$ cat src/hw/rtl/hhsd_queue.sv
// Small register queue between the front and back parts.
`timescale 1ns / 1ps
module hhsd_queue #(
    parameter int WIDTH = 8,
    parameter int DEPTH = 2
) (
    input  logic             clk,
    input  logic             rst_n,
    input  logic             push,
    input  logic [WIDTH-1:0] din,
    output logic             full,
    input  logic             pop,
    output logic [WIDTH-1:0] dout,
    output logic             empty
);

    localparam int PW = (DEPTH > 1) ? $clog2(DEPTH) : 1;
    localparam int CW = $clog2(DEPTH + 1);

    logic [WIDTH-1:0] mem [DEPTH];
    logic [PW-1:0] wptr_reg, wptr_next;
    logic [PW-1:0] rptr_reg, rptr_next;
    logic [CW-1:0] cnt_reg, cnt_next;
    logic          do_push, do_pop;

    assign full    = (cnt_reg == CW'(DEPTH));
    assign empty   = (cnt_reg == '0);
    assign do_push = push && !full;
    assign do_pop  = pop && !empty;
    assign dout    = mem[rptr_reg];

    always_comb
    begin
        wptr_next = wptr_reg;
        rptr_next = rptr_reg;
        cnt_next  = cnt_reg;
        if (do_push)
        begin
            wptr_next = (wptr_reg == PW'(DEPTH - 1)) ? '0 : wptr_reg + 1'b1;
        end
        if (do_pop)
        begin
            rptr_next = (rptr_reg == PW'(DEPTH - 1)) ? '0 : rptr_reg + 1'b1;
        end
        if (do_push && !do_pop)
        begin
            cnt_next = cnt_reg + 1'b1;
        end
        else if (do_pop && !do_push)
        begin
            cnt_next = cnt_reg - 1'b1;
        end
    end

    always_ff @(posedge clk or negedge rst_n)
    begin
        if (!rst_n)
        begin
            wptr_reg <= '0;
            rptr_reg <= '0;
            cnt_reg  <= '0;
        end
        else
        begin
            wptr_reg <= wptr_next;
            rptr_reg <= rptr_next;
            cnt_reg  <= cnt_next;
        end
    end

    always_ff @(posedge clk)
    begin
        if (do_push)
        begin
            mem[wptr_reg] <= din;
        end
    end

endmodule

$ cat config.mk
export PLATFORM = sky130hd
export DESIGN_NAME = hhsd_queue
export DESIGN_NICKNAME = d
export VERILOG_FILES = /design/src/hw/rtl/hhsd_queue.sv
export SDC_FILE = /design/constraint.sdc
export NUM_CORES = 1
export LEC_CHECK = 0
export ABC_CLOCK_PERIOD_IN_PS = 1500
export BUFFER_PORTS_ARGS = -buffer_cell sky130_fd_sc_hd__buf_4
export CAP_MARGIN = 30
export CORE_UTILIZATION = 52
export CTS_BUF_LIST = sky130_fd_sc_hd__clkbuf_8
export CTS_CLUSTER_DIAMETER = 150
export DETAILED_ROUTE_END_ITERATION = 7
export GPL_TIMING_DRIVEN = 0
export PLACE_DENSITY = 0.82
export REMOVE_ABC_BUFFERS = 1
export SYNTH_ARGS = -nofsm -noshare
export SYNTH_HDL_FRONTEND = slang
export SYNTH_SLANG_ARGS = --single-unit
$ cat constraint.sdc
create_clock -name clk -period 1.5 [get_ports clk]
set_input_delay 0.15 -clock clk [delete_from_list [all_inputs] [get_ports clk]]
set_output_delay 0.15 -clock clk [all_outputs]
set_load 0.01 [all_outputs]
After elaboration in Yosys (flattened, before gate mapping)
Memory sizes are Yosys's and may differ from the RTL's.
Index checks and enable logic that the tools add are counted.
{"block": "totals", "mem_count": 1, "mem_bits_rw": 16, "wordCells": 25, "inputBits": 12, "reg_bits": 4, "out_inout_bits": 10}
{"block": "op_classes", "reduce_logical": 10, "n_mux": 6, "n_addsub": 4, "n_eq_ne": 1}
{"memory": "mem", "words": 2, "width": 8, "read_ports": 1, "rd_ports_with_merged_regs": 0, "write_ports": 1, "line_no": "20", "rtl": "logic [WIDTH-1:0] mem [DEPTH];"}
{"cell": "logical AND 1 bit", "n": 4}
{"cell": "zero test 1 bit", "n": 4}
{"cell": "two-way mux 1 bit", "n": 4}
{"cell": "two-way mux 2 bit", "n": 2}
{"cell": "adder 1 bit (second input constant)", "n": 2}
{"cell": "adder 2 x 1 -> 2 bit (second input constant)", "n": 1}
{"cell": "== test 2 bit (second input constant)", "n": 1}
{"cell": "zero test 2 bit", "n": 1}
{"cell": "nonzero test 2 bit", "n": 1}
{"cell": "subtractor 2 x 1 -> 2 bit (second input constant)", "n": 1}

Depth between registers and ports, before layout
Gate-level depths: netlist of the first run.
{"block": "logic_depth", "word_depth": 7, "ltp_mapped": 7}

Worst setup path before layout of the first run
OpenSTA, ideal clock, no wires.
{"block": "synth_path", "path_type": "register to register", "startpoint": "register cnt_reg[0]", "endpoint": "memory mem[0][0], enable pin", "stages_incl_launch_ff": 4, "n_path_buf": 0, "setup_slack_ps": 108, "arrival_ps": 1022, "period_less_slack_ps": 1392, "setup_ps": 370, "cell_sequence": "dfrtp_1 nand2b_1 nand2_2 nor2_1"}
{"block": "synth_between", "elab_chain_len": 5}
{"element": "start: declaration", "line_no": "23", "rtl": "logic [CW-1:0] cnt_reg, cnt_next;"}
{"element": "start signal: assignment", "line_no": "67", "rtl": "cnt_reg <= cnt_next;"}
{"element": "== test 2 bit", "line_no": "26", "rtl": "assign full = (cnt_reg == CW'(DEPTH));"}
{"element": "zero test 1 bit", "line_no": "28", "rtl": "assign do_push = push && !full;"}
{"element": "logical AND 1 bit", "line_no": "28"}
{"element": "two-way mux 1 bit", "line_no": "73", "rtl": "if (do_push)"}
{"element": "two-way mux 1 bit (not written as such)", "line_no": "75", "rtl": "mem[wptr_reg] <= din;"}
{"element": "end: declaration", "line_no": "20"}
No other way between the ends.

Worst setup path in the final report of the first run
{"block": "layout_path", "startpoint": "register cnt_reg[0]", "endpoint": "register cnt_reg[1]"}
{"block": "layout_between", "elab_chain_len": 6}
{"element": "== test 2 bit / zero test 2 bit (equally long branches)", "line_no": "26, 27"}
{"element": "zero test 1 bit, on equally long branches", "line_no": "28, 29"}
{"element": "logical AND 1 bit, on equally long branches", "line_no": "28, 29"}
{"element": "zero test 1 bit, on equally long branches", "line_no": "49, 45"}
{"element": "logical AND 1 bit, on equally long branches", "line_no": "49, 45"}
{"element": "nonzero test 2 bit (no line) / two-way mux 2 bit (equally long branches)"}
Parallel ways exist; a longest one is shown, timed or not. The select of a mux whose other input is x is not followed.
A chain may end at the register's enable or synchronous reset.

==> results of run 1 <==
[layer usage]
metal	routed length (um)	track usage, %
met4	0	7.50
met1	527	23.6
met3	44	3.26
met5	0	0
met2	720	31.3
[path summary, 6_finish.rpt]
kind                         endpoint  slack (ns)  cells past startpoint
setup reg to reg           cnt_reg[1]        0.08                      6
setup / recovery           cnt_reg[1]        0.08                      6
min in group asynchronous    wptr_reg        0.25                      2
hold reg to reg              wptr_reg        0.53                      1
hold / removal              mem[1][3]        0.08                      1
max in group asynchronous    rptr_reg        1.14                      2
[repair_timing]
action / 4_1_cts / 5_1_grt
setup endpoints to repair: 15 / 1
setup buffers: 2 / 0
pin swaps: 0 / 2
gates resized for setup: 2 / 4
hold buffers: 1 / 0
gates cloned: 0 / 0
endpoints found under the hold margin: 4 / 0
[placed cells by master (no fill, tap or decap), drive strengths merged]
cell type,instances
dfrtp,4
o21ai,1
clkbuf,3
xor2,2
nand2,1
ha,1
inv,2
and3,1
nand2b,1
buf,23
mux2,8
nor2,3
edfxtp,16
dlygate4sd3,1
clkinv,1
xnor2,3
[power groups by stage]
stage	sequential [mW]	combinational, mW	clock, mW
after floorplan	0.879	0.394	0
after global placement	0.902	0.629	0
after detailed placement	0.915	0.654	0
after CTS	0.897	0.730	0.343
after global routing	0.929	0.830	0.365
final	0.909	0.760	0.336
[critical path, delay by kind of cell, from the launching register on]
kind,cells,cell delay (ns)
AO/OA/AOI/OAI,1,0.16
XOR/XNOR,2,0.33
adder cells (fa/ha/maj),1,0.18
buffers and inverters,1,0.15
flip-flops,1,0.41
AND/OR/NAND/NOR,1,0.07
[final cells by class]
cell class | count | area share [%]
multi-input cells | 21 | 20.1
clock inverters | 1 | 0.359
inverters | 2 | 0.718
flip-flops and latches | 20 | 55.6
repair buffers | 24 | 17.5
well taps | 15 | 1.79
clock buffers | 3 | 3.95
[cell families after synthesis]
logic type	count (synthesis)
compound gates	1
flops	20
mux	8
buf+inv	3
simple gates	6
xor+xnor	5
fa+ha+maj	1
[through the flow]
step           area [sq um]  setup WS, ns  power (mW)  TNS (ns)
2_1_floorplan           777         0.108        1.27         0
3_3_place_gp            953        -0.107        1.53    -0.854
3_5_place_dp            953        -0.113        1.57    -0.899
4_1_cts                1030        0.0256        1.97         0
5_1_grt                1050       -0.0164        2.12   -0.0164
6_report               1050        0.0823        2.01         0
==> report_table.html, run 1 <==
<table>
<tr><th>Metric</th><th>Value</th></tr>
<tr><th colspan="2">Outcome</th></tr>
<tr><td>Status</td><td>finished clean</td></tr>
<tr><th colspan="2">GRT</th></tr>
<tr><td>Vias in the first global route</td><td>409</td></tr>
<tr><td>Total gr overflow</td><td>0</td></tr>
<tr><td>Global Route Usage Sum</td><td>~19%</td></tr>
<tr><td>Wire length of the first global-routing pass</td><td>1830 um</td></tr>
<tr><td>Initial antenna violation count</td><td>0</td></tr>
<tr><td>Pin count of the biggest net entering global routing</td><td>12</td></tr>
<tr><th colspan="2">Logic synthesis</th></tr>
<tr><td>Area of the mapped netlist</td><td>782 sq um</td></tr>
<tr><td>Total of warnings raised by yosys</td><td>0</td></tr>
<tr><td>Syn Area/Cell</td><td>17.8 sq um</td></tr>
<tr><td>Simple-gate share of the synthesized area</td><td>3.84%</td></tr>
<tr><td>Dominant combinational cell family by area after synthesis</td><td>multiplexers</td></tr>
<tr><td>Main area contributors after synthesis</td><td>edfxtp_1 (61%), dfrtp_1 (13%), mux2_1 (8.6%)</td></tr>
<tr><td>Post-synthesis cell count</td><td>44</td></tr>
<tr><td>Share of the synthesized area in the top cell type</td><td>around three fifths</td></tr>
<tr><td>Number of flops mapped to enable cells by yosys</td><td>16</td></tr>
<tr><td>Fraction of synthesis flops using an asynchronous set or reset pin</td><td>20.0%</td></tr>
<tr><td>Number of library cell types mapped by synthesis</td><td>15</td></tr>
<tr><td>Dominant cell type by area after synthesis</td><td>edfxtp_1</td></tr>
<tr><td>Most repeated cell in the gate-level netlist after synthesis</td><td>edfxtp_1</td></tr>
<tr><td>Adder-cell area share of the yosys netlist</td><td>1.60%</td></tr>
<tr><td>Most used flip-flop cell after synthesis</td><td>edfxtp_1</td></tr>
<tr><td>Share of cell area taken by muxes after synthesis</td><td>between 10% and 20%</td></tr>
<tr><td>Number of storage elements in the synthesis netlist</td><td>20</td></tr>
<tr><td>Xor and xnor fraction of the mapped netlist area</td><td>under 10%</td></tr>
<tr><td>Share of the yosys chip area belonging to registers</td><td>74.2%</td></tr>
<tr><td>Commonest cells in the netlist</td><td>edfxtp_1 (16), mux2_1 (6), dfrtp_1 (4), nor2_1 (3)</td></tr>
<tr><td>Compound-gate portion of the synthesized area</td><td>0.640%</td></tr>
<tr><th colspan="2">Timing</th></tr>
<tr><td>Period utilization</td><td>94.5%</td></tr>
<tr><td>Worst hold slack after final layout</td><td>between 0.08 and 0.09 ns</td></tr>
<tr><td>F_max</td><td>705 MHz</td></tr>
<tr><td>Number of hold violations in the final report</td><td>0</td></tr>
<tr><td>Final slew viol count</td><td>0</td></tr>
<tr><td>Transition time at the pin with the least slew margin</td><td>0.402 ns</td></tr>
<tr><td>Setup Skew</td><td>0.000831 ns</td></tr>
<tr><td>Max-Slew Margin vs Limit</td><td>73.2%</td></tr>
<tr><td>Min cycle time layout</td><td>1.42 ns</td></tr>
<tr><td>Count of endpoints failing setup in the final report</td><td>0</td></tr>
<tr><th colspan="2">Pwr</th></tr>
<tr><td>Net Sw Frac</td><td>a little under a third</td></tr>
<tr><td>Net switching power</td><td>about 0.62 mW</td></tr>
<tr><td>Sequential fraction of design power</td><td>45.3%</td></tr>
<tr><td>P per Cell Area</td><td>1920 mW/mm^2</td></tr>
<tr><td>Relative contribution of combinational cells to total power</td><td>a little under two fifths</td></tr>
<tr><td>Static leakage</td><td>between 0.4 and 0.5 nW</td></tr>
<tr><td>Proportion of power drawn by the clock network</td><td>16.7%</td></tr>
<tr><td>Internal cell power</td><td>1.38 mW</td></tr>
<tr><td>Worst-case vdd ir drop</td><td>around 1.2 mV</td></tr>
<tr><th colspan="2">Worst hold path</th></tr>
<tr><td>Worst hold-check path type</td><td>input port to register</td></tr>
<tr><td>Origin of the worst min-delay path</td><td>din[3]</td></tr>
<tr><th colspan="2">Floorplanning</th></tr>
<tr><td>Total die area</td><td>between 0.0015 and 0.002 sq mm</td></tr>
<tr><td>Placement row count</td><td>13</td></tr>
<tr><td>Horizontal extent of the die</td><td>40.8 um</td></tr>
<tr><td>IO Pins</td><td>22</td></tr>
<tr><td>DIE HEIGHT</td><td>approximately 41 um</td></tr>
<tr><td>Initial core utilization</td><td>57.9%</td></tr>
<tr><td>Core Area</td><td>about 0.0014 sq mm</td></tr>
<tr><th colspan="2">Worst setup path</th></tr>
<tr><td>Critical-path top delay cell</td><td>dfrtp_1</td></tr>
<tr><td>Crit path launch type</td><td>register</td></tr>
<tr><td>Crit path max fanout</td><td>2</td></tr>
<tr><td>Most frequent CP cell</td><td>xor2_1</td></tr>
<tr><td>Worst EP arrival</td><td>1.54 ns</td></tr>
<tr><td>Critical Path, Cell by Cell</td><td>buf_4 -&gt; o21ai_2 -&gt; ha_1 -&gt; xor2_1 -&gt; nor2_2 -&gt; xor2_1</td></tr>
<tr><td>Data required time at the worst endpoint</td><td>1.63 ns</td></tr>
<tr><td>Source of the worst register-to-register timing path</td><td>cnt_reg[0]</td></tr>
<tr><td>CP startpoint</td><td>cnt_reg[0]</td></tr>
<tr><td>Setup Crit Path Kind</td><td>register to register</td></tr>
<tr><td>Crit. End Element</td><td>register</td></tr>
<tr><td>Largest incremental delay on the critical path</td><td>0.41 ns</td></tr>
<tr><th colspan="2">Drt</th></tr>
<tr><td>Number of vias per cell</td><td>4.95</td></tr>
<tr><td>Total wire length</td><td>1290 um</td></tr>
<tr><td>Number of antenna-violating nets in the routed design</td><td>0</td></tr>
<tr><td>Routed wire length per instance</td><td>15.0 um</td></tr>
<tr><td>Detailed-route DRC error count</td><td>0</td></tr>
<tr><td>Via count of the routed design</td><td>about 430</td></tr>
<tr><td>Length of the first detailed-routing pass in iterations</td><td>4</td></tr>
<tr><td>Detailed Route Iter0 Violations</td><td>5</td></tr>
<tr><th colspan="2">Clock network</th></tr>
<tr><td>H-tree levels</td><td>1</td></tr>
<tr><td>CTS root buffer</td><td>clkbuf_8</td></tr>
<tr><td>Number of buffers between clock root and the deepest sink</td><td>2</td></tr>
<tr><td>Sink Count</td><td>20</td></tr>
<tr><td>Clock tree from TritonCTS</td><td>done</td></tr>
<tr><td>Clock-pin slew on the worst setup and hold paths</td><td>0.07 ns</td></tr>
<tr><td>Number of CTS-inserted buffers</td><td>3</td></tr>
<tr><td>Clock latency on the worst-skew pair</td><td>0.25 ns</td></tr>
<tr><th colspan="2">Place</th></tr>
<tr><td>Inst Count DP</td><td>slightly below 80</td></tr>
<tr><td>Final weighted congestion in routability-driven placement</td><td>0.653</td></tr>
<tr><td>Count of buffers inserted at the top-level ports</td><td>21</td></tr>
<tr><td>Post-DP HPWL</td><td>just over 900 um</td></tr>
<tr><th colspan="2">Layout</th></tr>
<tr><td>Net total in the final layout</td><td>85</td></tr>
<tr><td>Antenna Diode Count</td><td>0</td></tr>
<tr><td>Fin util</td><td>between 70 and 80%</td></tr>
<tr><td>Max reg flops</td><td>16</td></tr>
<tr><td>Sequential standard cell area</td><td>582 sq um</td></tr>
<tr><td>Area of the multi-input gates</td><td>between 200 and 250 sq um</td></tr>
<tr><td>Filler cells</td><td>76</td></tr>
<tr><td>Post-layout instance count excluding filler cells</td><td>86</td></tr>
<tr><td>Area grow syn2layout</td><td>33.8%</td></tr>
<tr><td>Layout cell share with drive strength beyond 1</td><td>49.3%</td></tr>
<tr><th colspan="2">Run</th></tr>
<tr><td>Max Cap Viol</td><td>0</td></tr>
</table>
(Power assumes the default switching activity.)
==> run 2: changes to the inputs <==
--- a/config.mk
+++ b/config.mk
@@ -5,7 +5,7 @@
 export SDC_FILE = /design/constraint.sdc
 export NUM_CORES = 1
 export LEC_CHECK = 0
-export ABC_CLOCK_PERIOD_IN_PS = 1500
+export ABC_CLOCK_PERIOD_IN_PS = 1350
 export BUFFER_PORTS_ARGS = -buffer_cell sky130_fd_sc_hd__buf_4
 export CAP_MARGIN = 30
 export CORE_UTILIZATION = 52
==> constraint.sdc (replaced) <==
create_clock -name clk -period 1.35 [get_ports clk]
set_input_delay 0.2025 -clock clk [delete_from_list [all_inputs] [get_ports clk]]
set_output_delay 0.2025 -clock clk [all_outputs]
set_load 0.01 [all_outputs]
==> run 2 against run 1 <==
The run now ends with negative setup slack left. First-iteration DRC count up 20%. Routed wire length is 45% higher. Clock power grew 18%. Sequential share of layout area is 7.0 points lower. Combinational power grew 76%. Clock-buffer cell count unchanged. Highest routed layer is now met4.
==> report_table.html, run 2 (synthesis results as in run 1) <==
<table>
<tr><th>Metric</th><th>Value</th></tr>
<tr><th colspan="2">Pwr</th></tr>
<tr><td>P per Cell Area</td><td>2290 mW/mm^2</td></tr>
<tr><td>Proportion of power drawn by the clock network</td><td>~14%</td></tr>
<tr><td>Pwr Total</td><td>2.75 mW</td></tr>
<tr><td>Worst-case vdd ir drop</td><td>~1.5 mV</td></tr>
<tr><td>Net switching power</td><td>0.896 mW</td></tr>
<tr><td>Net Sw Frac</td><td>32.6%</td></tr>
<tr><td>Sequential fraction of design power</td><td>36.8%</td></tr>
<tr><td>Relative contribution of combinational cells to total power</td><td>48.8%</td></tr>
<tr><td>Internal cell power</td><td>1.86 mW</td></tr>
<tr><td>Static leakage</td><td>about 0.5 nW</td></tr>
<tr><th colspan="2">Clock network</th></tr>
<tr><td>Clock-pin slew on the worst setup and hold paths</td><td>about 0.07 ns</td></tr>
<tr><td>Number of CTS-inserted buffers</td><td>3</td></tr>
<tr><td>Clock tree from TritonCTS</td><td>done</td></tr>
<tr><td>Sink Count</td><td>20</td></tr>
<tr><td>CTS root buffer</td><td>clkbuf_8</td></tr>
<tr><td>Clock latency on the worst-skew pair</td><td>about 0.25 ns</td></tr>
<tr><td>H-tree levels</td><td>1</td></tr>
<tr><td>Number of buffers between clock root and the deepest sink</td><td>2</td></tr>
<tr><th colspan="2">GRT</th></tr>
<tr><td>Pin count of the biggest net entering global routing</td><td>12</td></tr>
<tr><td>Vias in the first global route</td><td>around 450</td></tr>
<tr><td>Global Route Usage Sum</td><td>22.1%</td></tr>
<tr><td>Initial antenna violation count</td><td>0</td></tr>
<tr><td>Total gr overflow</td><td>0</td></tr>
<tr><td>Wire length of the first global-routing pass</td><td>~2200 um</td></tr>
<tr><th colspan="2">Worst setup path</th></tr>
<tr><td>Crit path max fanout</td><td>3</td></tr>
<tr><td>Worst EP arrival</td><td>1.25 ns</td></tr>
<tr><td>Largest incremental delay on the critical path</td><td>0.39 ns</td></tr>
<tr><td>Crit. End Element</td><td>output pin</td></tr>
<tr><td>Crit path launch type</td><td>register</td></tr>
<tr><td>Critical-path top delay cell</td><td>dfrtp_2</td></tr>
<tr><td>Setup Crit Path Kind</td><td>register to output pin</td></tr>
<tr><td>Buffers &amp; Inverters on Critical Path</td><td>2</td></tr>
<tr><td>Most frequent CP cell</td><td>buf_4</td></tr>
<tr><td>Data required time at the worst endpoint</td><td>1.15 ns</td></tr>
<tr><td>Critical Path, Cell by Cell</td><td>buf_4 -&gt; mux2_2 -&gt; buf_4</td></tr>
<tr><td>Gate family responsible for the most delay along the worst path</td><td>flip-flops</td></tr>
<tr><th colspan="2">Run</th></tr>
<tr><td>Max Cap Viol</td><td>0</td></tr>
<tr><th colspan="2">Layout</th></tr>
<tr><td>Most frequent standard cell in the layout excluding fill and tap cells</td><td>buf_4</td></tr>
<tr><td>Final cell area excluding filler cells</td><td>0.00120 sq mm</td></tr>
<tr><td>Antenna Diode Count</td><td>0</td></tr>
<tr><td>Net total in the final layout</td><td>91</td></tr>
<tr><td>Area of the multi-input gates</td><td>274 sq um</td></tr>
<tr><td>Area grow syn2layout</td><td>53.4%</td></tr>
<tr><td>Sequential standard cell area</td><td>583 sq um</td></tr>
<tr><td>Leading cell types in the layout, fill and taps excluded</td><td>buf_4 (18), edfxtp_1 (16), buf_6 (11), mux2_4 (6), clkbuf_8 (3)</td></tr>
<tr><td>Filler cells</td><td>53</td></tr>
<tr><td>Layout cell share with drive strength beyond 1</td><td>between 60% and 70%</td></tr>
<tr><td>Max reg flops</td><td>16</td></tr>
<tr><th colspan="2">Timing</th></tr>
<tr><td>Period utilization</td><td>108%</td></tr>
<tr><td>Setup Skew</td><td>0.00209 ns</td></tr>
<tr><td>Number of hold violations in the final report</td><td>0</td></tr>
<tr><td>Max-Slew Margin vs Limit</td><td>82.0%</td></tr>
<tr><td>RSZ-0062 raised after global routing</td><td>yes</td></tr>
<tr><td>Transition time at the pin with the least slew margin</td><td>0.270 ns</td></tr>
<tr><td>F_max</td><td>about 690 MHz</td></tr>
<tr><td>Final Worst Setup Slack</td><td>-0.107 ns</td></tr>
<tr><td>Count of endpoints failing setup in the final report</td><td>9</td></tr>
<tr><td>Min cycle time layout</td><td>1.46 ns</td></tr>
<tr><td>Final slew viol count</td><td>0</td></tr>
<tr><th colspan="2">Worst hold path</th></tr>
<tr><td>Worst hold-check path type</td><td>input port to register</td></tr>
<tr><th colspan="2">Drt</th></tr>
<tr><td>Total wire length</td><td>around 1900 um</td></tr>
<tr><td>Via count of the routed design</td><td>491</td></tr>
<tr><td>Detailed-route DRC error count</td><td>0</td></tr>
<tr><td>Number of antenna-violating nets in the routed design</td><td>0</td></tr>
<tr><td>Number of vias per cell</td><td>5.34</td></tr>
<tr><td>Length of the first detailed-routing pass in iterations</td><td>4</td></tr>
<tr><td>Detailed Route Iter0 Violations</td><td>6</td></tr>
<tr><td>Routed wire length per instance</td><td>~20 um</td></tr>
<tr><th colspan="2">Floorplanning</th></tr>
<tr><td>Placement row count</td><td>13</td></tr>
<tr><td>Initial core utilization</td><td>between 50% and 60%</td></tr>
<tr><td>Core Area</td><td>0.00135 sq mm</td></tr>
<tr><td>Total die area</td><td>0.00166 sq mm</td></tr>
<tr><td>Horizontal extent of the die</td><td>40.8 um</td></tr>
<tr><td>IO Pins</td><td>22</td></tr>
<tr><td>DIE HEIGHT</td><td>40.8 um</td></tr>
<tr><th colspan="2">Place</th></tr>
<tr><td>Count of buffers inserted at the top-level ports</td><td>21</td></tr>
<tr><td>DP Area</td><td>953 sq um</td></tr>
<tr><td>Final weighted congestion in routability-driven placement</td><td>between 0.6 and 0.7</td></tr>
<tr><td>Post-DP HPWL</td><td>915 um</td></tr>
<tr><th colspan="2">Outcome</th></tr>
<tr><td>Status</td><td>finished, violations left</td></tr>
<tr><td>Failing checks</td><td>negative setup slack</td></tr>
</table>
[run 2: power by group through the flow]
stage,clock network (mW),logic (mW),registers (mW)
after global placement,0,0.699,1.00
after global routing,0.427,1.43,1.03
final,0.397,1.34,1.01
after floorplan,0,0.437,0.977
after detailed placement,0,0.727,1.02
after CTS,0.381,1.23,0.985
[run 2: worst paths after layout]
kind                                 start         end  slack [ns]  cells after the start
worst max-delay path              rptr_reg     dout[2]       -0.11                      3
worst min-delay path                din[3]   mem[0][3]        0.13                      1
worst max register to register  cnt_reg[1]  cnt_reg[1]       -0.07                      7
worst min register to register    wptr_reg    wptr_reg        0.59                      1
max in group asynchronous            rst_n  cnt_reg[1]        0.92                      2
min in group asynchronous            rst_n  cnt_reg[0]        0.31                      2
[run 2: cell type report]
cell class,instances,area share [%]
Clock inverter,1,0.313
Sequential cell,20,48.6
Clock buffer,3,3.44
Timing Repair Buffer,30,22.4
Multi-Input combinational cell,21,22.8
Tap cell,15,1.56
Inverter,2,0.834
[run 2: routing by layer]
metal  part of all wire, %  track usage [%]  vias up  routed length [um]
li1                      -                -      225                   -
met5                     0                0        -                   0
met2                    52             34.8       22                 975
met4                   1.3             7.50        0                  25
met3                   4.0             4.89        4                  76
met1                    43             30.1      240                 802
[run 2: stage by stage]
stage          setup TNS [ns]  setup WS, ns  hold WS [ns]  std cells  utilization, %
2_1_floorplan          -0.352       -0.0422       -0.0931         43               -
3_3_place_gp            -2.25        -0.257       0.00123         79            70.6
3_5_place_dp            -2.46        -0.263       0.00664         79            70.6
4_1_cts                -0.650       -0.0843         0.132         92            86.6
5_1_grt                 -1.06        -0.136         0.116         92            88.9
6_report               -0.785        -0.107         0.126         92            88.9
[run 2: timing repair]
action / 4_1_cts / 5_1_grt
endpoints found under the setup margin: 26 / 18
hold endpoints to repair: 4 / 0
buffers inserted: 8 / 0
hold buffers: 1 / 0
pin swaps: 5 / 3
gates resized for setup: 27 / 8
[run 2: worst register-to-register path: stages (launching register included)]
cell	delay, ns
dfrtp_2	0.49
nand2b_4	0.10
nand2_4	0.11
inv_4	0.04
ha_4	0.16
xor2_2	0.14
nor2_2	0.12
xor2_1	0.19
