File: config.mk
export PLATFORM = sky130hd
export DESIGN_NAME = hhsd_front
export DESIGN_NICKNAME = d
export VERILOG_FILES = /design/src/hw/rtl/hhsd_pkg.sv /design/src/hw/rtl/hhsd_front.sv
export SDC_FILE = /design/constraint.sdc
export NUM_CORES = 1
export LEC_CHECK = 0
export ABC_CLOCK_PERIOD_IN_PS = 5100
export BUFFER_PORTS_ARGS = -buffer_cell sky130_fd_sc_hd__buf_2
export CAP_MARGIN = 20
export CELL_PAD_IN_SITES_DETAIL_PLACEMENT = 0
export CELL_PAD_IN_SITES_GLOBAL_PLACEMENT = 1
export CORE_UTILIZATION = 41
export CTS_CLUSTER_SIZE = 24
export DETAILED_ROUTE_END_ITERATION = 8
export PLACE_DENSITY = 0.74
export SLEW_MARGIN = 25
export SYNTH_ARGS = -nofsm -noshare
export SYNTH_HDL_FRONTEND = slang
export SYNTH_SLANG_ARGS = --single-unit
export TNS_END_PERCENT = 1
File: constraint.sdc
create_clock -name clk -period 5.1 [get_ports clk]
set_clock_uncertainty 0.15 [all_clocks]
set_input_delay 0.51 -clock clk [delete_from_list [all_inputs] [get_ports clk]]
set_output_delay 0.51 -clock clk [all_outputs]
set_load 0.01 [all_outputs]
File: src/hw/rtl/hhsd_pkg.sv
// Shared types and constants of the heavy-hitter and superspreader detector.
`timescale 1ns / 1ps
package hhsd_pkg;

    localparam int BUCKETS_DEF = 1024;
    localparam int WAYS_DEF    = 4;
    localparam int DESTS_DEF   = 16;
    localparam int QUEUE_DEPTH = 2;
    localparam int BUCKET_W    = 16;

    localparam logic [1:0] CFG_HEAVY  = 2'd0;
    localparam logic [1:0] CFG_SPREAD = 2'd1;
    localparam logic [1:0] CFG_EPOCH  = 2'd2;

    localparam logic [31:0] HEAVY_RST  = 32'd1000000;
    localparam logic [4:0]  SPREAD_RST = 5'd8;
    localparam logic [31:0] EPOCH_RST  = 32'd1000000;

    typedef struct packed {
        logic [31:0]         epoch;
        logic [BUCKET_W-1:0] bucket;
        logic [31:0]         src;
        logic [31:0]         dst;
        logic [15:0]         pay;
    } qitem_t;

    typedef struct packed {
        logic        valid;
        logic [31:0] epoch;
        logic [31:0] source;
        logic [31:0] bytes;
        logic [31:0] packets;
        logic [1:0]  marks;
        logic [4:0]  count;
    } entry_t;

    typedef struct packed {
        logic [31:0] epoch;
        logic        hh;
        logic [31:0] bytes;
        logic [31:0] packets;
        logic        ss;
        logic [4:0]  dests;
        logic        full;
    } result_t;

    typedef struct packed {
        logic clearing;
    } back_status_t;

endpackage

File: src/hw/rtl/hhsd_front.sv
// Front part: accepts packet records, works out the epoch and the bucket.
`timescale 1ns / 1ps
module hhsd_front #(
    parameter int BUCKETS = hhsd_pkg::BUCKETS_DEF
) (
    input  logic                  clk,
    input  logic                  rst_n,
    input  logic                  s_valid,
    output logic                  s_ready,
    input  logic [63:0]           ts,
    input  logic [31:0]           src,
    input  logic [31:0]           dst,
    input  logic [15:0]           pay,
    input  logic [31:0]           epoch_len,
    input  hhsd_pkg::back_status_t status,
    input  logic                  q_full,
    output logic                  q_push,
    output hhsd_pkg::qitem_t      q_item
);

    localparam int BW        = $clog2(BUCKETS);
    localparam int DIV_STEPS = 16;
    localparam logic [31:0] BK    = 32'(BUCKETS);
    localparam logic [31:0] RECIP = 32'(64'h1_0000_0000 / 64'(BUCKETS));

    localparam logic [1:0] F_IDLE = 2'd0;
    localparam logic [1:0] F_SUB  = 2'd1;
    localparam logic [1:0] F_DIV  = 2'd2;
    localparam logic [1:0] F_PUSH = 2'd3;

    logic [1:0]    st_reg, st_next;
    logic          started_reg;
    logic [63:0]   start_reg;
    logic [31:0]   cur_epoch_reg;
    logic [63:0]   ts_reg;
    logic [31:0]   src_reg, dst_reg;
    logic [15:0]   pay_reg;
    logic [31:0]   rem_reg, rem_next;
    logic [31:0]   dl_reg, dl_next;
    logic [31:0]   q_reg, q_next;
    logic [63:0]   bprod_reg;
    logic [31:0]   brest_reg;
    logic [BW-1:0] brem_reg;
    logic          sat_reg;
    logic [3:0]    cnt_reg;
    logic [31:0]   len;
    logic [63:0]   elapsed;
    logic [31:0]   e32, new_epoch;
    logic          accept;

    assign len     = (epoch_len == '0) ? 32'd1 : epoch_len;
    assign s_ready = (st_reg == F_IDLE) && !status.clearing;
    assign accept  = s_valid && s_ready;
    assign elapsed = (ts_reg >= start_reg) ? ts_reg - start_reg : '0;
    assign e32       = sat_reg ? '1 : q_reg;
    assign new_epoch = (e32 > cur_epoch_reg) ? e32 : cur_epoch_reg;
    assign q_push    = (st_reg == F_PUSH) && !q_full;

    always_comb
    begin
        q_item.epoch  = new_epoch;
        q_item.bucket = hhsd_pkg::BUCKET_W'(brem_reg);
        q_item.src    = src_reg;
        q_item.dst    = dst_reg;
        q_item.pay    = pay_reg;
    end

    // Two quotient bits of the epoch per cycle.
    always_comb
    begin
        logic [32:0] t;
        rem_next  = rem_reg;
        dl_next   = dl_reg;
        q_next    = q_reg;
        for (int k = 0; k < 2; k++)
        begin
            t = {rem_next, dl_next[31]};
            if (t >= {1'b0, len})
            begin
                t        = t - {1'b0, len};
                q_next   = {q_next[30:0], 1'b1};
            end
            else
            begin
                q_next   = {q_next[30:0], 1'b0};
            end
            rem_next = t[31:0];
            dl_next  = {dl_next[30:0], 1'b0};
        end
    end

    always_comb
    begin
        st_next = st_reg;
        unique case (st_reg)
            F_IDLE:  if (accept) st_next = F_SUB;
            F_SUB:   st_next = F_DIV;
            F_DIV:   if (cnt_reg == 4'(DIV_STEPS - 1)) st_next = F_PUSH;
            F_PUSH:  if (q_push) st_next = F_IDLE;
            default: st_next = F_IDLE;
        endcase
    end

    always_ff @(posedge clk or negedge rst_n)
    begin
        if (!rst_n)
        begin
            st_reg        <= F_IDLE;
            started_reg   <= 1'b0;
            start_reg     <= '0;
            cur_epoch_reg <= '0;
            cnt_reg       <= '0;
        end
        else
        begin
            st_reg <= st_next;
            if (accept && !started_reg)
            begin
                started_reg <= 1'b1;
                start_reg   <= ts;
            end
            if (st_reg == F_SUB)
            begin
                cnt_reg <= '0;
            end
            else if (st_reg == F_DIV)
            begin
                cnt_reg <= cnt_reg + 1'b1;
            end
            if (q_push)
            begin
                cur_epoch_reg <= new_epoch;
            end
        end
    end

    always_ff @(posedge clk)
    begin
        if (accept)
        begin
            ts_reg  <= ts;
            src_reg <= src;
            dst_reg <= dst;
            pay_reg <= pay;
        end
        if (st_reg == F_SUB)
        begin
            // A quotient of 2^32 or more shows when the high half already reaches the divisor.
            sat_reg   <= (elapsed[63:32] >= len);
            rem_reg   <= elapsed[63:32];
            dl_reg    <= elapsed[31:0];
            q_reg     <= '0;
            bprod_reg <= 64'(src_reg) * 64'(RECIP);
        end
        else if (st_reg == F_DIV)
        begin
            rem_reg  <= rem_next;
            dl_reg   <= dl_next;
            q_reg    <= q_next;
            // The reciprocal estimate of the bucket quotient is low by at most one,
            // so one conditional subtract finishes the remainder.
            if (cnt_reg == 4'd0)
            begin
                brest_reg <= src_reg - bprod_reg[63:32] * BK;
            end
            if (cnt_reg == 4'd1)
            begin
                brem_reg <= BW'((brest_reg >= BK) ? brest_reg - BK : brest_reg);
            end
        end
    end

endmodule

-- Word-level counts from Yosys, hierarchy flattened
Cells that the tools add are included.
- muxes and demuxes: 19
- reductions and logical operators: 14
- eq/ne operators: 8
- divide/modulo/power cells: 0
- shift-type cells: 0
- $add $sub $neg: 6
- bitwise operators: 1
- $lt $le $gt $ge: 6
- multipliers: 0
- operators with widths (operator ; number):
    two-way mux 32 bit ; 9
    subtractor 32 bit ; 3
    greater-or-equal comparator 33 x 32 -> 1 bit ; 2
    greater-or-equal comparator 64 bit ; 1
    two-way mux 64 bit ; 1
    subtractor 64 bit ; 1
    greater-or-equal comparator 32 x 11 -> 1 bit, second input constant ; 1
    greater-or-equal comparator 32 bit ; 1
    > comparator 32 bit ; 1
    logical NOT 32 bit ; 1
    two-way mux 10 bit ; 1
    subtractor 10 x 1 -> 10 bit, second input constant ; 1
    AND reduction 3 bit ; 3
    two-way mux 4 bit ; 2
    one-hot mux 2 bit (4 select lines) ; 1
    two-way mux 2 bit ; 3
    inequality test 2 bit, second input constant ; 3
    adder 4 x 1 -> 4 bit, second input constant ; 1
    equality test 2 bit, second input constant ; 2
    equality test 4 x 1 -> 1 bit, second input constant ; 1
    equality test 4 bit, second input constant ; 1
    logical AND 1 bit ; 4
    logical NOT 4 bit ; 1
    logical NOT 1 bit ; 3
    5 further kinds ; 6
- latch bits: 0
- output and inout port bits: 130
- memories: 0
- logic and storage cells: 70
- input bits: 181
- bits in writable memories: 0
- register bits after elaboration: 418
- bits in read-only memories: 0

-- Depth between registers and ports, before layout
Gate-level depths: netlist of run 1.
- word-level depth: 8
- mapped depth: 28
- gate-level depth less buffers: 26

-- Worst setup path before layout of run 1
No wires, ideal clock.
- path kind: input to register
- from: input epoch_len[25]
- to: register rem_reg[1], data pin
- arrival: 5707 ps
- cell stages on the path: 24
- path buffers: 0
- required time: 4690 ps
- path slack: -1017 ps
- library setup time: 260 ps
- cell sequence: nor4_1 -> nand4_1 -> o21bai_1 -> ha_1 -> inv_1 -> fa_1 -> a21o_1 -> a221oi_1 -> a21oi_1 -> a31oi_1 -> o21ai_1 -> a21boi_0 -> o21ai_1 -> xnor2_1 -> mux2_1 -> ha_1 -> a21o_1 -> a21oi_1 -> and3b_1 -> a21oi_1 -> o2bb2ai_1 -> a211oi_4 -> mux2_2 -> mux2_2
- longest elaborated chain between the ends: 8
- elaborated cells on any way between the ends: 10
- classes of those cells: 2 x add/sub; 2 x order compare; 5 x mux; 1 x reduce/logical
- ends and longest elaborated chain (item ; RTL line ; text):
    from (decl) ; hhsd_front.sv:14 ; input logic [31:0] epoch_len,
    logical NOT 32 bit ; hhsd_front.sv:51 ; assign len = (epoch_len == '0) ? 32'd1 : epoch_len;
    two-way mux 32 bit (*) ; hhsd_front.sv:51 ;
    subtractor 32 bit / greater-or-equal comparator 33 x 32 -> 1 bit (equally long branches) ; hhsd_front.sv:80, hhsd_front.sv:78 ;
    two-way mux 32 bit ; hhsd_front.sv:78 ; if (t >= {1'b0, len})
    subtractor 32 bit / greater-or-equal comparator 33 x 32 -> 1 bit (equally long branches) ; hhsd_front.sv:80, hhsd_front.sv:78 ;
    two-way mux 32 bit (*) ; hhsd_front.sv:78 ;
    two-way mux 32 bit (*) ; hhsd_front.sv:155 ; else if (st_reg == F_DIV)
    two-way mux 32 bit (*) ; hhsd_front.sv:146 ; if (st_reg == F_SUB)
    to (signal assigned) ; hhsd_front.sv:150 ; rem_reg <= elapsed[63:32];
    to (signal assigned) ; hhsd_front.sv:157 ; rem_reg <= rem_next;
    to (decl) ; hhsd_front.sv:38 ; logic [31:0] rem_reg, rem_next;
Mark *: on every way between the ends. The rest lies on a longest branch, timed or not. The select of a mux whose other input is x is not followed.
A chain may end at the register's enable or synchronous reset.

-- Worst setup path after layout of run 1
- from: input epoch_len[25]
- to: register rem_reg[19], data pin
Same word-level chain as after synthesis.

==> impl_metrics.tcl, run 1 <==
set metrics [dict create \
    status "finished with violations" \
    violations "setup timing" \
    synth_top_flop_cell "edfxtp_1" \
    die_area_um2 57490 \
    die_w_um 239.8 \
    rsz0062_at_grt "yes" \
    post-synth-top-count-cell "a21oi_1" \
    ios 311 \
    slew_headroom_pct 41.52 \
    fmax_mhz 170.9 \
    cts_root_buf "clkbuf_16" \
    ys_seq_area_share_pct 43.55 \
    syn_inst 2435 \
    netlist.area_leader.share_pct 29.67 \
    cp_slowest_cell "or3_4" \
    grt_use_met2_pct 41.22 \
    cts_buffers 42 \
    dpl.cell_count 3805 \
    required_ns 5.34 \
    worstPathMaxFanout 9 \
    min_path_type "input port to flip-flop" \
    h-tree-depth 2 \
    clockBufferDepth 3 \
    finalWorstSetupSlack_ns -0.7502 \
    grt_pass1_vias 20890 \
    drc 0 \
    cts_tree "done" \
    wl_per_cell_um 17.72 \
    track_usage_pct 24.47 \
    fin_setup_tns_ns -22.18 \
    hold_viol 0 \
    final_nets 3631 \
    ir_drop_mv 0.3688 \
    p_per_area_nw_per_um2 802.4 \
    cts.sinks 364 \
    fillers 5003 \
    async_flop_share_pct 28.30 \
    totalWireLength_mm 71.45 \
    ys_top_cells_by_area "edfxtp_1, dfrtp_1, ha_1, a21oi_1, o21ai_0" \
    maxSlewViolCount 0 \
    grt_max_degree 88 \
    clk_latency_ns 0.59 \
    yosysUniqueCellTypes 92 \
    power_leakage_nw 14.39 \
    core_um2 55520 \
    worstSetupPathType "input port to flip-flop" \
    finalSetupViolations 34 \
    use_met1_pct 32.50 \
    grt_first_pass_wirelength_mm 110.9 \
    grt_overflow 0 \
    period_share_pct 114.7 \
    syn_to_final_growth_pct 36.63 \
    fin_cells 4032 \
    cp-end-kind "flip-flop" \
    startpoint_type "input port" \
    first_pass_iters 7 \
    vias 20799 \
    rr_worst_depth 22 \
    start_util_pct 41.75 \
    viasPerCell 5.158 \
    yosys.area.top_type "edfxtp_1" \
    syn_avg_cell_area_um2 9.519 \
    final_layout_size_suffix_gt1_share_pct 28.07 \
    worst_pin_slew_ns 0.8772 \
    hold_depth 1 \
    antenna_found_initial 6 \
    rows 86 \
    synth_seq_cells 364 \
    drtAntennaViolNets 0 \
    met3_usage_pct 4.172 \
    clk_pin_slew_ns 0.06 \
    globalplace.congestion 0.9398 \
    synthTopCellsByCount "a21oi_1, edfxtp_1, nand2_1" \
    dp_hpwl_mm 53.92 \
    cpPeakStageDelay_ns 0.40 \
    fp.dieH_um 239.8 \
    yosys_warnings 0 \
    total_power_mw 25.41 \
    io_buffers 304 \
    arrival_ns 6.09 \
    post-route-min-period_ns 5.850 \
    synth_area_um2 23180 \
    drt_iter0_drc 1146 \
    synth_edf_count 229 \
    cap_violations 0 \
    grt.busiest_layer "met2" \
]
[layer usage]
layer  vias to the layer above  share of wire [%]
met5                         -              0.059
met4                         6                2.3
met3                       109                4.7
met2                       451                 48
met1                      9894                 45
li1                      10339                  -
[cell usage in the layout (no fill, tap or decap), types with 17 or more instances in the layout]
cell and n:
xor2_1 40, o21ai_1 17, a21oi_1 227, mux2i_1 40, buf_2 303, nand4_1 39, o2bb2ai_1 20, a21o_1 84
and2_1 19, nor3_1 28, nand3_1 35, dfrtp_1 103, inv_1 202, dfxtp_1 32, o21bai_1 22, buf_4 418
clkbuf_16 42, o21ai_0 180, ha_1 187, nor2b_1 21, nand2b_1 22, nor2_1 214, xnor2_1 65, nand2_1 223
mux2_2 20, edfxtp_1 229, dlygate4sd3_1 140
[timing repair]
action                                  in CTS  in global routing
buffers inserted                             4                  0
pin swaps                                   13                  7
endpoints found under the hold margin      250                  0
hold buffers                               140                  0
gates resized for setup                     17                 16
endpoints found under the setup margin      34                 35
[critical path: cells and delay by family]
| family | cells | cell delay [ns] |
|---|---|---|
| XOR/XNOR | 1 | 0.09 |
| adder cells (fa/ha/maj) | 3 | 0.78 |
| buffers and inverters | 5 | 0.65 |
| AND/OR/NAND/NOR | 7 | 1.43 |
| multiplexers | 1 | 0.32 |
| AO/OA/AOI/OAI | 13 | 2.32 |
[through the flow]
stage	cell area (um^2)	util [%]	setup WS, ns	hold WS (ns)
4_1_cts	31530	56.78	-0.8452	0.004017
6_report	31670	57.04	-0.7502	0.01567
3_5_place_dp	28570	51.46	-1.988	0.2545
3_3_place_gp	28570	51.46	-1.847	0.2509
5_1_grt	31670	57.04	-0.9911	0.004718
2_1_floorplan	23420	-	-0.5454	0.06441
[worst paths after layout]
kind	slack, ns	startpoint	to
worst min-delay path	0.02	ts[41]	ts_reg[41]
worst max-delay path	-0.75	epoch_len[25]	rem_reg[19]
worst max register to register	-0.67	rem_reg[7]	rem_reg[11]
max in group asynchronous	3.32	rst_n	cur_epoch_reg[0]
worst min register to register	0.25	brest_reg[4]	brem_reg[4]
min in group asynchronous	0.27	rst_n	start_reg[9]
[kinds of logic after synthesis]
kind of cell	count (synthesis)	share of synthesized area [%]
other	1	0.01618
adder cells (fa/ha/maj)	203	11.06
XOR/XNOR	105	3.968
AO/OA/AOI/OAI	714	19.57
multiplexers	67	3.039
flip-flops	364	43.55
buffers and inverters	308	5.457
AND/OR/NAND/NOR	673	13.34
[where the power goes]
group | switching [mW] | internal, mW | leakage (nW) | total (mW)
combinational | 9.34 | 8.14 | 10.1 | 17.5
sequential | 0.409 | 4.40 | 3.63 | 4.81
clock | 1.34 | 1.79 | 0.700 | 3.13
total | 11.1 | 14.3 | 14.4 | 25.4
[cell type report]
type                       count  area [um^2]  area share [%]
inverter                     204        770.7           2.434
clock buffer                  50         1151           3.635
antenna                        3        7.507         0.02371
tap                          748        935.9           2.955
clock inverter                28        289.0          0.9127
timing repair buffer         867         6167           19.47
multi-input combinational   1768        12250           38.69
sequential                   364        10090           31.88
(Power assumes the default switching activity.)
==> inputs of run 2 (changes only) <==
--- a/config.mk
+++ b/config.mk
@@ -10,10 +10,12 @@
 export CAP_MARGIN = 20
 export CELL_PAD_IN_SITES_DETAIL_PLACEMENT = 0
 export CELL_PAD_IN_SITES_GLOBAL_PLACEMENT = 1
-export CORE_UTILIZATION = 41
+export CORE_UTILIZATION = 42
+export CTS_BUF_LIST = sky130_fd_sc_hd__clkbuf_2 sky130_fd_sc_hd__clkbuf_4 sky130_fd_sc_hd__clkbuf_8
 export CTS_CLUSTER_SIZE = 24
 export DETAILED_ROUTE_END_ITERATION = 8
-export PLACE_DENSITY = 0.74
+export GPL_ROUTABILITY_DRIVEN = 0
+export PLACE_DENSITY = 0.76
 export SLEW_MARGIN = 25
 export SYNTH_ARGS = -nofsm -noshare
 export SYNTH_HDL_FRONTEND = slang
==> run 2 against run 1 <==
The run still ends with setup timing left. Critical path type unchanged. Critical path depth rose by 1. Critical endpoint is now rem_reg[14]. Setup slack got worse by 0.014 ns. Routed wire length fell by 2.0%. Cell count fell by 0.79%. Sequential power barely moved. Core utilization rose by 1.2 points. Global-route usage rose by 0.080 points.
==> impl_metrics.tcl, run 2 (same netlist as run 1, synthesis figures left out) <==
set metrics [dict create \
    place_ws_ns -1.884 \
    cts.sinks 364 \
    cp-end-kind "flip-flop" \
    finalWorstSetupSlack_ns -0.7637 \
    h-tree-depth 3 \
    grt_pass1_vias 21278 \
    switchingPower_mw 10.96 \
    placed_cell_area_um2 28270 \
    vias 20956 \
    rows 85 \
    dp_hpwl_mm 52.10 \
    grt_overflow 0 \
    period_share_pct 115.0 \
    dpl.cell_count 3720 \
    violations "setup timing" \
    final_layout_size_suffix_gt1_share_pct 28.35 \
    syn_to_final_growth_pct 36.04 \
    rsz0062_at_grt "yes" \
    startpoint_type "input port" \
    r2r_start "rem_reg[5]" \
    viasPerCell 5.239 \
    min_path_type "input port to flip-flop" \
    worstSetupPathType "input port to flip-flop" \
    p_per_area_nw_per_um2 796.7 \
    intPower_mw 14.16 \
    fin_cells 4000 \
    slew_headroom_pct 31.07 \
    die_w_um 236.9 \
    combPwrFrac_pct 68.4 \
    final_nets 3629 \
    r2r_setup_slack_ns -0.49 \
    cts_tree "done" \
    ios 311 \
    p_seq_share_pct 19.1 \
    required_ns 5.34 \
    total_power_mw 25.12 \
    drtAntennaViolNets 0 \
    drc 0 \
    switching_share_pct 43.64 \
    cts_root_buf "clkbuf_8" \
    final_common_cell "buf_4" \
    maxSlewViolCount 0 \
    cap_violations 0 \
    crit_start "epoch_len[28]" \
    path_buf_inv 6 \
    status "finished with violations" \
    fin_area_um2 31530 \
    cp_slowest_cell "or3_4" \
    critical_path.top_delay_family "compound AO/OA/AOI/OAI gates" \
    fin_setup_tns_ns -21.79 \
    wl_per_cell_um 17.51 \
    io_buffers 304 \
    finalSetupViolations 34 \
    fp.dieH_um 236.9 \
    post-route-min-period_ns 5.864 \
    clockBufferDepth 3 \
    grt_max_degree 94 \
    antenna_found_initial 7 \
    core_um2 54130 \
    power_leakage_nw 14.35 \
    worst_pin_slew_ns 1.034 \
    worstPathMaxFanout 12 \
    cpPeakStageDelay_ns 0.41 \
    clk_latency_ns 0.64 \
    cts_buffers 67 \
    hold_viol 0 \
    grt_first_pass_wirelength_mm 110.4 \
    ir_drop_mv 0.3567 \
    clk_pin_slew_ns 0.07 \
    drt_iter0_drc 1577 \
    start_util_pct 42.82 \
    arrival_ns 6.11 \
    fmax_mhz 170.5 \
    die_area_um2 56130 \
    final_cell_mix "buf_4, buf_2, a21oi_1, edfxtp_1, nand2_1" \
    hold_path_startpoint "q_full" \
    totalWireLength_mm 70.03 \
    track_usage_pct 24.55 \
    clkPwrFrac_pct 12.5 \
    first_pass_iters 5 \
]
## run 2: per-stage QoR
step | utilization, % | hold WS, ns
final | 58.25 | 0.1786
after global routing | 58.25 | 0.2049
after CTS | 58.01 | 0.1298
after detailed placement | 52.23 | 0.2545
after global placement | 52.23 | 0.2521
after floorplan | - | 0.06441
## run 2: cell type report
| class | count | area, um^2 |
|---|---|---|
| fillers | 4702 | 22600 |
| multi-input cells | 1768 | 12300 |
| flip-flops and latches | 364 | 10090 |
| repair buffers | 840 | 5977 |
| clock buffers | 98 | 1249 |
| well taps | 696 | 870.8 |
| inverters | 204 | 770.7 |
| clock inverters | 24 | 259.0 |
| diodes | 6 | 15.01 |
## run 2: path summary, 6_finish.rpt
| kind | endpoint | cells past startpoint |
|---|---|---|
| max | rem_reg[14] | 31 |
| min in group asynchronous | cur_epoch_reg[9] | 2 |
| min | st_reg[0] | 3 |
| max in group asynchronous | start_reg[18] | 3 |
| min reg2reg | brem_reg[1] | 0 |
| max reg2reg | rem_reg[28] | 25 |
## run 2: timing repair
item	in CTS	in global routing
endpoints found under the setup margin	34	34
hold buffers	145	0
endpoints found under the hold margin	244	0
setup buffers	3	4
resized for setup	27	12
pin swaps	15	15
## run 2: worst reg2reg max path: cells and delay by family, from the launching register on
kind	cells	cell delay, ns
compound gates	14	2.53
fa+ha+maj	2	0.84
simple gates	4	0.78
buf+inv	4	0.63
flops	1	0.39
xor+xnor	1	0.15
## run 2: power groups by stage
stage / Combinational [mW] / Sequential, mW / Clock (mW)
after detailed placement: 16.5 / 4.84 / 0
after floorplan: 10.7 / 4.76 / 0
after global placement: 16.2 / 4.82 / 0
final: 17.2 / 4.80 / 3.14
after global routing: 18.9 / 4.89 / 3.34
after CTS: 16.9 / 4.79 / 3.18
## run 2: metal layers
layer / vias to the layer above / share of wire (%) / global-route usage (%)
met5: - / 0.031 / 0
met4: 4 / 2.9 / 8.540
met3: 129 / 5.3 / 3.905
met2: 568 / 48 / 42.01
met1: 9917 / 44 / 31.38
li1: 10338 / - / -
==> inputs of run 3 (changes only) <==
--- a/config.mk
+++ b/config.mk
@@ -5,17 +5,19 @@
 export SDC_FILE = /design/constraint.sdc
 export NUM_CORES = 1
 export LEC_CHECK = 0
+export ABC_AREA = 1
 export ABC_CLOCK_PERIOD_IN_PS = 5100
 export BUFFER_PORTS_ARGS = -buffer_cell sky130_fd_sc_hd__buf_2
 export CAP_MARGIN = 20
 export CELL_PAD_IN_SITES_DETAIL_PLACEMENT = 0
 export CELL_PAD_IN_SITES_GLOBAL_PLACEMENT = 1
-export CORE_UTILIZATION = 42
+export CORE_UTILIZATION = 41
 export CTS_BUF_LIST = sky130_fd_sc_hd__clkbuf_2 sky130_fd_sc_hd__clkbuf_4 sky130_fd_sc_hd__clkbuf_8
 export CTS_CLUSTER_SIZE = 24
 export DETAILED_ROUTE_END_ITERATION = 8
 export GPL_ROUTABILITY_DRIVEN = 0
-export PLACE_DENSITY = 0.76
+export MAX_ROUTING_LAYER = met4
+export PLACE_DENSITY = 0.77
 export SLEW_MARGIN = 25
 export SYNTH_ARGS = -nofsm -noshare
 export SYNTH_HDL_FRONTEND = slang
==> run 3 against run 2 <==
The flow now finishes without violations. Die area up 13%. Routed wire length up 21%. Combinational power down 24%. Hold slack worse by 0.047 ns. Register-to-register slack better by 0.84 ns. Synthesized cell count up 38%. Sequential power down 4.8%. Via count up 19%. Core utilization down 5.7 points. First-iteration DRC count down 3.9%. Power down 18%. Sequential share of layout area down 0.84 points.
==> impl_metrics.tcl, run 3 <==
set metrics [dict create \
    h-tree-depth 3 \
    fmax_mhz 210.7 \
    die_w_um 251.4 \
    fin_area_um2 32380 \
    worstPathMaxFanout 4 \
    clockBufferDepth 3 \
    clkPwrFrac_pct 14.3 \
    ios 311 \
    p_per_area_nw_per_um2 634.8 \
    io_buffers 304 \
    synth_seq_cells 364 \
    totalWireLength_mm 84.68 \
    vias 24853 \
    startpoint_type "flip-flop" \
    netlist.area_leader.share_pct 26.96 \
    grt_max_degree 146 \
    async_flop_share_pct 28.30 \
    ir_drop_mv 0.3880 \
    min_path_type "input port to flip-flop" \
    grt_overflow 0 \
    yosysUniqueCellTypes 57 \
    first_pass_iters 8 \
    power_leakage_nw 15.97 \
    cp-end-kind "flip-flop" \
    switchingPower_mw 9.227 \
    hold_viol 0 \
    post-synth-top-count-cell "nand2_1" \
    grt.busiest_layer "met2" \
    drtAntennaViolNets 0 \
    clk_latency_ns 0.68 \
    slew_headroom_pct 40.58 \
    viasPerCell 5.059 \
    drc 0 \
    synth_area_um2 25500 \
    whs_ns 0.1316 \
    cts_setup_buffers 0 \
    clk_pin_slew_ns 0.06 \
    worst_pin_slew_ns 0.8913 \
    syn_inst 3370 \
    rsz0062_at_grt "no" \
    cts_root_buf "clkbuf_8" \
    met3_usage_pct 3.168 \
    p_seq_share_pct 22.2 \
    start_util_pct 41.40 \
    grt_first_pass_wirelength_mm 131.6 \
    drt_iter0_drc 1516 \
    yosys.area.top_type "edfxtp_1" \
    cts_tree "done" \
    switching_share_pct 44.88 \
    syn_to_final_growth_pct 26.98 \
    ys_top_cells_by_area "edfxtp_1, nand2_1, dfrtp_1, ha_1, inv_1" \
    dp_hpwl_mm 66.23 \
    maxSlewViolCount 0 \
    grt_pass1_vias 24635 \
    syn_avg_cell_area_um2 7.567 \
    worstSetupPathType "flip-flop to flip-flop" \
    synth_top_flop_cell "edfxtp_1" \
    fillers 5999 \
    combPwrFrac_pct 63.5 \
    final_layout_size_suffix_gt1_share_pct 16.73 \
    grt_use_met2_pct 45.14 \
    yosys_warnings 0 \
    antenna_found_initial 0 \
    final_common_cell "nand2_1" \
    ys_seq_area_share_pct 39.58 \
    final_cell_mix "nand2_1, inv_1, nor2_1" \
    placed_cell_area_um2 29510 \
    period_share_pct 93.07 \
    rows 91 \
    required_ns 5.36 \
    synth_edf_count 229 \
    wl_per_cell_um 17.24 \
    die_area_um2 63200 \
    fp.dieH_um 251.4 \
    track_usage_pct 27.29 \
    cts_buffers 66 \
    final_nets 4408 \
    status "complete, no violations" \
    use_met1_pct 34.86 \
    synthTopCellsByCount "nand2_1, inv_1, nor2_1" \
    finalSetupViolations 0 \
    core_um2 61600 \
    cts.sinks 364 \
    arrival_ns 5.01 \
    intPower_mw 11.33 \
    cap_violations 0 \
    post-route-min-period_ns 4.747 \
    n_antenna_cell 0 \
]
==> run 3: path summary, 6_finish.rpt <==
kind / slack, ns / to / depth (start not counted) / from
max in group asynchronous: 3.44 / start_reg[28] / 3 / rst_n
min in group asynchronous: 0.21 / cur_epoch_reg[19] / 2 / rst_n
setup / recovery: 0.35 / sat_reg / 23 / ts_reg[29]
setup reg to reg: 0.35 / sat_reg / 23 / ts_reg[29]
hold / removal: 0.13 / st_reg[1] / 4 / q_full
hold reg to reg: 0.27 / brem_reg[6] / 0 / brest_reg[6]
==> run 3: cells by family (layout without fill, tap and decap cells) <==
kind of cell    count (synthesis)  count (layout)  synth area share (%)
mux                             1               1               0.04415
fa+ha+maj                     203             203                 10.05
flops                         364             364                 39.58
simple gates                 1555            1555                 25.82
buf+inv                       585            1286                 8.949
xor+xnor                       86              86                 2.954
compound gates                575             575                 12.59
other cells                     1               6               0.01470
==> run 3: final cells by class <==
class	instances	area [um^2]	area share, %
Timing Repair Buffer	669	4765	14.71
Tap cell	837	1047	3.234
Clock buffer	98	1199	3.702
Multi-Input combinational cell	2426	13210	40.78
Clock inverter	22	202.7	0.6259
Inverter	497	1868	5.769
Sequential cell	364	10090	31.17
==> run 3: worst max-delay path: stages, from the launching register on <==
cell      delay [ns]
edfxtp_1        0.36
ha_1            0.42
nand2_1         0.14
nor2_1          0.16
inv_1           0.07
nor2_1          0.23
inv_1           0.11
nor4_1          0.42
nand2_1         0.14
nand2b_1        0.23
nand2_1         0.08
nand2_1         0.07
xor2_1          0.36
and2_1          0.20
ha_1            0.22
inv_1           0.07
o31ai_1         0.08
a21oi_1         0.16
o21a_1          0.17
nor2_1          0.06
o21ai_0         0.28
nand3_1         0.15
nand2_1         0.08
nand2_1         0.06
==> run 3: metal layers <==
| metal | share of wire, % | up-vias |
|---|---|---|
| li1 | - | 12463 |
| met1 | 45 | 11555 |
| met2 | 47 | 677 |
| met3 | 4.6 | 158 |
| met4 | 2.9 | 0 |
| met5 | 0 | - |
==> run 3: repair_timing <==
item,4_1_cts,5_1_grt
hold buffers,145,0
gates resized for setup,0,5
endpoints found under the setup margin,0,32
hold endpoints to repair,246,0
==> run 3: through the flow <==
stage	setup TNS (ns)	worst slack, ns	power, mW	util [%]	cells
floorplan	-22.82	-0.3517	12.40	-	3375
global placement	-6.153	-0.2036	17.36	47.90	4648
detailed placement	-12.80	-0.4114	17.43	47.90	4648
CTS	0	0.2674	20.51	52.53	4913
global route	0	0.01526	22.36	52.57	4913
finish	0	0.3533	20.56	52.57	4913
==> run 3: power groups by stage <==
stage | logic (mW) | registers, mW | clock network [mW]
2_1_floorplan | 7.82 | 4.58 | 0
3_3_place_gp | 12.8 | 4.60 | 0
3_5_place_dp | 12.8 | 4.61 | 0
4_1_cts | 13.0 | 4.56 | 2.99
5_1_grt | 14.6 | 4.64 | 3.13
6_report | 13.1 | 4.57 | 2.93
